===== src/rtl/fqrk_pkg.sv =====
// ----------------------------------------------------------------------------
// fqrk_pkg
// Types and constants shared by the keyed removal queue modules.
// ----------------------------------------------------------------------------
package fqrk_pkg;

  localparam int QUEUE_DEPTH = 16;
  localparam int KEY_WIDTH   = 16;
  localparam int DATA_WIDTH  = 32;

  localparam int IDX_W = $clog2(QUEUE_DEPTH);
  localparam int CNT_W = $clog2(QUEUE_DEPTH + 1);

  localparam logic [CNT_W-1:0] DEPTH_CNT = CNT_W'(QUEUE_DEPTH);

  typedef logic [IDX_W-1:0]      idx_t;
  typedef logic [CNT_W-1:0]      cnt_t;
  typedef logic [KEY_WIDTH-1:0]  key_t;
  typedef logic [DATA_WIDTH-1:0] data_t;

  typedef enum logic {
    REQ_APPEND = 1'b0,
    REQ_REMOVE = 1'b1
  } req_t;

  typedef enum logic [1:0] {
    STAT_DONE = 2'd0,
    STAT_FULL = 2'd1,
    STAT_MISS = 2'd2
  } status_t;

  typedef enum logic [1:0] {
    ST_IDLE,
    ST_APPEND,
    ST_SCAN,
    ST_SHIFT
  } state_t;

  typedef struct packed {
    logic        req_type;
    logic [15:0] entry_id;
    logic [31:0] entry_payload;
  } in_item_t;

  typedef struct packed {
    logic [1:0]  status;
    logic [31:0] found_payload;
    logic [4:0]  entry_count;
    logic        queue_empty;
  } out_item_t;

  // Command from the sequencer to the slot memory.
  typedef struct packed {
    logic  rd_en;
    idx_t  rd_addr;
    logic  wr_en;
    idx_t  wr_addr;
    key_t  wr_key;
    data_t wr_data;
  } mem_cmd_t;

  // Registered read data from the slot memory.
  typedef struct packed {
    key_t  key;
    data_t data;
  } mem_rsp_t;

endpackage


===== src/rtl/fifo_queue_remove_by_key_top.sv =====
// ----------------------------------------------------------------------------
// fifo_queue_remove_by_key_top
// Ordered queue of keyed entries with append at the tail and removal by key.
// ----------------------------------------------------------------------------
// An append writes the tail slot and registers its result in the append state; a
// remove makes one pass of the single read port, which compares entries up to
// the match and then moves the later ones up.
// Throughput: one request at a time; busy drops on the edge that sets the result.
// Reset: synchronous active-low rst_n empties the queue; slot contents are
// left as they are. The result strobe cannot be stalled by the receiver.
module fifo_queue_remove_by_key_top
  import fqrk_pkg::*;
(
  input  logic      clk,
  input  logic      rst_n,
  input  logic      start,
  output logic      busy,
  input  in_item_t  in_item,
  output logic      out_valid,
  output out_item_t out_item
);

  mem_cmd_t cmd;
  mem_rsp_t rsp;

  fqrk_ctrl u_ctrl (
    .clk       (clk),
    .rst_n     (rst_n),
    .start     (start),
    .busy      (busy),
    .in_item   (in_item),
    .out_valid (out_valid),
    .out_item  (out_item),
    .cmd       (cmd),
    .rsp       (rsp)
  );

  fqrk_store u_store (
    .clk (clk),
    .cmd (cmd),
    .rsp (rsp)
  );

endmodule


===== src/rtl/fqrk_store.sv =====
// ----------------------------------------------------------------------------
// fqrk_store
// Slot memory for keys and data words: one write port, one registered read.
// ----------------------------------------------------------------------------
module fqrk_store
  import fqrk_pkg::*;
(
  input  logic     clk,
  input  mem_cmd_t cmd,
  output mem_rsp_t rsp
);

  mem_rsp_t slots [QUEUE_DEPTH];
  mem_rsp_t rd_r;

  always_ff @(posedge clk) begin
    if (cmd.wr_en) begin
      slots[cmd.wr_addr] <= '{key: cmd.wr_key, data: cmd.wr_data};
    end
  end

  always_ff @(posedge clk) begin
    if (cmd.rd_en) begin
      rd_r <= slots[cmd.rd_addr];
    end
  end

  assign rsp = rd_r;

endmodule


===== src/rtl/fqrk_ctrl.sv =====
// ----------------------------------------------------------------------------
// fqrk_ctrl
// Sequencer: appends at the tail, scans for a key and closes the gap.
// ----------------------------------------------------------------------------
module fqrk_ctrl
  import fqrk_pkg::*;
(
  input  logic      clk,
  input  logic      rst_n,
  input  logic      start,
  output logic      busy,
  input  in_item_t  in_item,
  output logic      out_valid,
  output out_item_t out_item,
  output mem_cmd_t  cmd,
  input  mem_rsp_t  rsp
);

  state_t  state_r, state_nxt;
  cnt_t    fill_r, fill_nxt;
  cnt_t    rd_idx_r, rd_idx_nxt;
  logic    pend_r, pend_nxt;
  idx_t    pidx_r, pidx_nxt;
  key_t    key_r, key_nxt;
  data_t   data_r, data_nxt;
  data_t   found_r, found_nxt;
  logic    vld_r, vld_nxt;
  out_item_t res_r, res_nxt;

  logic accept;
  logic full;
  logic match;
  logic drained;
  logic rd_more;

  assign busy    = (state_r != ST_IDLE);
  assign accept  = start && !busy;
  assign full    = (fill_r >= DEPTH_CNT);
  assign match   = pend_r && (rsp.key == key_r);
  assign rd_more = (rd_idx_r < fill_r);
  assign drained = !pend_r && !rd_more;

  // Next state.
  always_comb begin
    state_nxt = state_r;
    case (state_r)
      ST_IDLE: begin
        if (accept) begin
          state_nxt = (in_item.req_type == REQ_REMOVE) ? ST_SCAN : ST_APPEND;
        end
      end
      ST_APPEND: state_nxt = ST_IDLE;
      ST_SCAN: begin
        if (match) begin
          state_nxt = ST_SHIFT;
        end else if (drained) begin
          state_nxt = ST_IDLE;
        end
      end
      ST_SHIFT: begin
        if (drained) begin
          state_nxt = ST_IDLE;
        end
      end
      default: state_nxt = ST_IDLE;
    endcase
  end

  // Datapath, memory command and result.
  always_comb begin
    fill_nxt   = fill_r;
    rd_idx_nxt = rd_idx_r;
    pend_nxt   = 1'b0;
    pidx_nxt   = pidx_r;
    key_nxt    = key_r;
    data_nxt   = data_r;
    found_nxt  = found_r;
    vld_nxt    = 1'b0;
    res_nxt    = res_r;
    cmd        = '0;
    cmd.rd_addr = rd_idx_r[IDX_W-1:0];

    case (state_r)
      ST_IDLE: begin
        if (accept) begin
          key_nxt    = KEY_WIDTH'(in_item.entry_id);
          data_nxt   = DATA_WIDTH'(in_item.entry_payload);
          rd_idx_nxt = '0;
        end
      end
      ST_APPEND: begin
        vld_nxt               = 1'b1;
        res_nxt.found_payload = '0;
        if (full) begin
          res_nxt.status      = STAT_FULL;
          res_nxt.entry_count = 5'(fill_r);
          res_nxt.queue_empty = (fill_r == '0);
        end else begin
          cmd.wr_en           = 1'b1;
          cmd.wr_addr         = fill_r[IDX_W-1:0];
          cmd.wr_key          = key_r;
          cmd.wr_data         = data_r;
          fill_nxt            = fill_r + cnt_t'(1);
          res_nxt.status      = STAT_DONE;
          res_nxt.entry_count = 5'(fill_r + cnt_t'(1));
          res_nxt.queue_empty = 1'b0;
        end
      end
      ST_SCAN: begin
        // Reads are issued every cycle; each compare uses the registered read data in the next cycle.
        if (match) begin
          found_nxt  = rsp.data;
          rd_idx_nxt = cnt_t'(pidx_r) + cnt_t'(1);
        end else if (drained) begin
          vld_nxt               = 1'b1;
          res_nxt.status        = STAT_MISS;
          res_nxt.found_payload = '0;
          res_nxt.entry_count   = 5'(fill_r);
          res_nxt.queue_empty   = (fill_r == '0);
        end else if (rd_more) begin
          cmd.rd_en  = 1'b1;
          pend_nxt   = 1'b1;
          pidx_nxt   = rd_idx_r[IDX_W-1:0];
          rd_idx_nxt = rd_idx_r + cnt_t'(1);
        end
      end
      ST_SHIFT: begin
        // Each entry behind the removed one moves one slot toward the front.
        if (rd_more) begin
          cmd.rd_en  = 1'b1;
          pend_nxt   = 1'b1;
          pidx_nxt   = rd_idx_r[IDX_W-1:0];
          rd_idx_nxt = rd_idx_r + cnt_t'(1);
        end
        if (pend_r) begin
          cmd.wr_en   = 1'b1;
          cmd.wr_addr = pidx_r - idx_t'(1);
          cmd.wr_key  = rsp.key;
          cmd.wr_data = rsp.data;
        end
        if (drained) begin
          vld_nxt               = 1'b1;
          fill_nxt              = fill_r - cnt_t'(1);
          res_nxt.status        = STAT_DONE;
          res_nxt.found_payload = 32'(found_r);
          res_nxt.entry_count   = 5'(fill_r - cnt_t'(1));
          res_nxt.queue_empty   = (fill_r == cnt_t'(1));
        end
      end
      default: begin
        vld_nxt = 1'b0;
      end
    endcase
  end

  always_ff @(posedge clk) begin
    if (!rst_n) begin
      state_r <= ST_IDLE;
      fill_r  <= '0;
      pend_r  <= 1'b0;
      vld_r   <= 1'b0;
    end else begin
      state_r <= state_nxt;
      fill_r  <= fill_nxt;
      pend_r  <= pend_nxt;
      vld_r   <= vld_nxt;
    end
  end

  always_ff @(posedge clk) begin
    rd_idx_r <= rd_idx_nxt;
    pidx_r   <= pidx_nxt;
    key_r    <= key_nxt;
    data_r   <= data_nxt;
    found_r  <= found_nxt;
    res_r    <= res_nxt;
  end

  assign out_valid = vld_r;
  assign out_item  = res_r;

endmodule

===== config.mk =====
export PLATFORM = sky130hd
export DESIGN_NAME = fifo_queue_remove_by_key_top
export DESIGN_NICKNAME = d
export VERILOG_FILES = /design/src/rtl/fqrk_pkg.sv /design/src/rtl/fifo_queue_remove_by_key_top.sv /design/src/rtl/fqrk_store.sv /design/src/rtl/fqrk_ctrl.sv
export SDC_FILE = /design/constraint.sdc
export NUM_CORES = 1
export LEC_CHECK = 0
export BUFFER_PORTS_ARGS = -buffer_cell sky130_fd_sc_hd__buf_2
export CAP_MARGIN = 20
export CELL_PAD_IN_SITES_DETAIL_PLACEMENT = 2
export CELL_PAD_IN_SITES_GLOBAL_PLACEMENT = 2
export CORE_MARGIN = 3
export CORE_UTILIZATION = 40
export DETAILED_ROUTE_END_ITERATION = 6
export PLACE_DENSITY = 0.76
export SETUP_SLACK_MARGIN = 0.05
export SLEW_MARGIN = 0
export SYNTH_ARGS = -nofsm -noshare
export SYNTH_HDL_FRONTEND = slang
export SYNTH_SLANG_ARGS = --single-unit

===== constraint.sdc =====
create_clock -name clk -period 5 [get_ports clk]
set_input_delay 0.25 -clock clk [delete_from_list [all_inputs] [get_ports clk]]
set_output_delay 0.25 -clock clk [all_outputs]
set_load 0.02 [all_outputs]

==> impl_metrics.env <==
export IMPL_drt_first_pass_iters=5
export IMPL_crit_chain="buf_4 > and2_0 > nand2_1 > a21oi_1 > nand3_1 > nor2_4 > buf_12"
export IMPL_path_clk_slew_ns=0.06
export IMPL_postRouteAntennaNets=0
export IMPL_dr_total_vias=18146
export IMPL_leakage_nw=13.6
export IMPL_p_per_area_nw_per_um2=421
export IMPL_cp_end_kind="flip-flop"
export IMPL_synth_largest_area_cell="edfxtp_1"
export IMPL_slew_headroom=0.236
export IMPL_place_port_buffers=93
export IMPL_cp_data_required_time_ns=5.34
export IMPL_synth_distinct_cells=50
export IMPL_setup_violations=0
export IMPL_fill_cells=7933
export IMPL_hpwl_um=60300
export IMPL_yosysSeqAreaShare=0.788
export IMPL_num_rows=109
export IMPL_start_kind="flip-flop"
export IMPL_cap_violations=0
export IMPL_dp_cells=2770
export IMPL_min_path_type="in -> reg"
export IMPL_tightestPinTransition_ns=1.15
export IMPL_die_w_um=307
export IMPL_viasPerCell=6.03
export IMPL_die_area_sq_um=94300
export IMPL_synthCells=1551
export IMPL_layout_cells_non_filler=3010
export IMPL_synth_most_common_cell="edfxtp_1"
export IMPL_start_util=0.407
export IMPL_gp_congestion=0.789
export IMPL_syn_nets=1614
export IMPL_clockRootBuffer="clkbuf_16"
export IMPL_regToRegSetupSlack_ns=0.99
export IMPL_skew_ns=0.0221
export IMPL_cts_made_buffers=101
export IMPL_hold_path_startpoint="in_item[28]"
export IMPL_outcome="finished clean"
export IMPL_gr_total_overflow=0
export IMPL_drt_wl_total_um=110000
export IMPL_cts_tree="yes"
export IMPL_drv_slew=0
export IMPL_first_global_vias=19696
export IMPL_fin_crit_sh=0.803
export IMPL_ys_warnings_count=0
export IMPL_cp_slowest_cell="nor2_4"
export IMPL_critPathMaxStageDelay_ns=0.87
export IMPL_die_h_um=307
export IMPL_worstPathArrival_ns=4.35
export IMPL_fin_nets=1824
export IMPL_avgSynthCellArea_sq_um=23.4
export IMPL_drive_above_1_share=0.302
export IMPL_track_usage=0.236
export IMPL_finalInstanceArea_sq_um=42300
export IMPL_tns_ns=0
export IMPL_antenna_found_initial=1
export IMPL_clock_sink_count=954
export IMPL_drc=0
export IMPL_path_class="reg -> reg"
export IMPL_synthTopCellsByArea="edfxtp_1 78%, mux4_2 15%, a22o_1 1.2%"
export IMPL_synth_ff_type="edfxtp_1"
export IMPL_syn_area_sq_um=36300
export IMPL_yosysTopAreaCellShare=0.783
export IMPL_grt_pass1_wl_um=159000
export IMPL_io_pin_count=94
export IMPL_ys_ff_latch=954
export IMPL_fin_crit_ns=4.01
export IMPL_clockBufferDepth=3
export IMPL_fmax_ghz=0.249
export IMPL_htree_levels=3
export IMPL_placed_cell_area_sq_um=38400
export IMPL_startpoint="u_ctrl.state_r[0]"
export IMPL_grt_max_degree=113
export IMPL_final_hold_viol_count=0
export IMPL_synth_edf_count=945
export IMPL_crit_fanout=29
export IMPL_insertion_delay_ns=0.66
export IMPL_wl_per_cell_um=36.5
export IMPL_ir_worst_vdd_mv=0.259
export IMPL_drt_iter0_markers=2242
export IMPL_r2r_start="u_ctrl.state_r[0]"
export IMPL_synth_top_cells_by_count="945 x edfxtp_1, 240 x mux4_2, 49 x a22o_1, 49 x clkbuf_1, 36 x and3_1"
export IMPL_diodes=0
export IMPL_area_growth_pct=16.6
export IMPL_synthArstFlopShare=0
export IMPL_core_area_sq_um=89200
export IMPL_rsz0062_at_grt="false"
where the power goes:
| group | internal, mW | total (mW) | switching [mW] |
|---|---|---|---|
| Clock | 4.45 | 7.71 | 3.26 |
| Sequential | 8.88 | 8.96 | 0.0749 |
| Combinational | 0.485 | 1.11 | 0.628 |
| Total | 13.8 | 17.8 | 3.97 |
metrics by stage:
stage	power (mW)	setup slack [ns]	hold WS, ns	utilization
floorplan	9.83	0.421	0.349	-
global placement	10.1	1.24	0.427	0.430
detailed placement	10.2	1.13	0.428	0.430
CTS	17.9	0.965	0.258	0.474
global route	18.3	0.817	0.292	0.474
finish	17.8	0.985	0.306	0.474
critical path: cells and delay by family (launching register included):
family | cells | cell delay (ns)
AND/OR/NAND/NOR | 4 | 1.90
flip-flops | 1 | 0.75
buffers and inverters | 2 | 0.74
AO/OA/AOI/OAI | 1 | 0.27
kinds of logic (layout without fill, tap and decap cells):
group                    after synthesis  after routing  synth area share
buffers and inverters                 95            389            0.0140
AO/OA/AOI/OAI                         93             93            0.0198
adder cells (fa/ha/maj)               11             11           0.00380
flip-flops                           954            954             0.788
XOR/XNOR                              27             27           0.00652
multiplexers                         244            244             0.150
AND/OR/NAND/NOR                      127            127            0.0181
worst paths after layout:
| check | to | cells past startpoint |
|---|---|---|
| setup reg to reg | u_store.slots[5][29] | 7 |
| setup / recovery | u_store.slots[5][29] | 7 |
| hold / removal | u_ctrl.data_r[28] | 2 |
| hold reg to reg | u_ctrl.found_r[7] | 0 |
flip-flops by register name (all words and copies together) (netlist names):
signal and cells:
u_store.slots 768, u_store.rsp 48, u_ctrl.out_item 40, u_ctrl.data_r 32
u_ctrl.found_r 32, u_ctrl.key_r 16, u_ctrl.fill_r 5, u_ctrl.rd_idx_r 5
u_ctrl.pidx_r 4, u_ctrl.state_r 2, u_ctrl.out_valid 1, u_ctrl.pend_r 1
cells in the final DEF, fill, tap and decap left out, drive strengths merged, types with 11 or more instances in the layout:
master / n
clkinv: 46
nor2: 32
nand2: 19
ha: 11
clkbuf: 123
xnor2: 11
o21ai: 11
xor2: 16
edfxtp: 945
buf: 140
and3: 36
dlygate4sd3: 52
bufinv: 12
inv: 13
mux4: 240
a22o: 49
cell type report:
| class | count | area (sq um) | area share |
|---|---|---|---|
| timing repair buffer | 192 | 1550 | 0.0367 |
| multi-input combinational | 502 | 7330 | 0.173 |
| tap | 1165 | 1460 | 0.0345 |
| sequential | 954 | 28600 | 0.676 |
| clock inverter | 64 | 641 | 0.0152 |
| inverter | 10 | 37.5 | 0.000888 |
| clock buffer | 123 | 2690 | 0.0637 |
metal layers:
layer / part of all wire / GRT usage / up-vias
met1: 0.42 / 0.336 / 10139
met5: 0 / 0 / -
met4: 0.020 / 0.0585 / 0
li1: - / - / 7035
met3: 0.059 / 0.0291 / 137
met2: 0.50 / 0.393 / 835
what timing repair did:
item,CTS,global route
hold endpoints to repair,56,0
setup buffers,0,0
gates resized for setup,0,0
hold buffers,52,0
(Power assumes the default switching activity.)
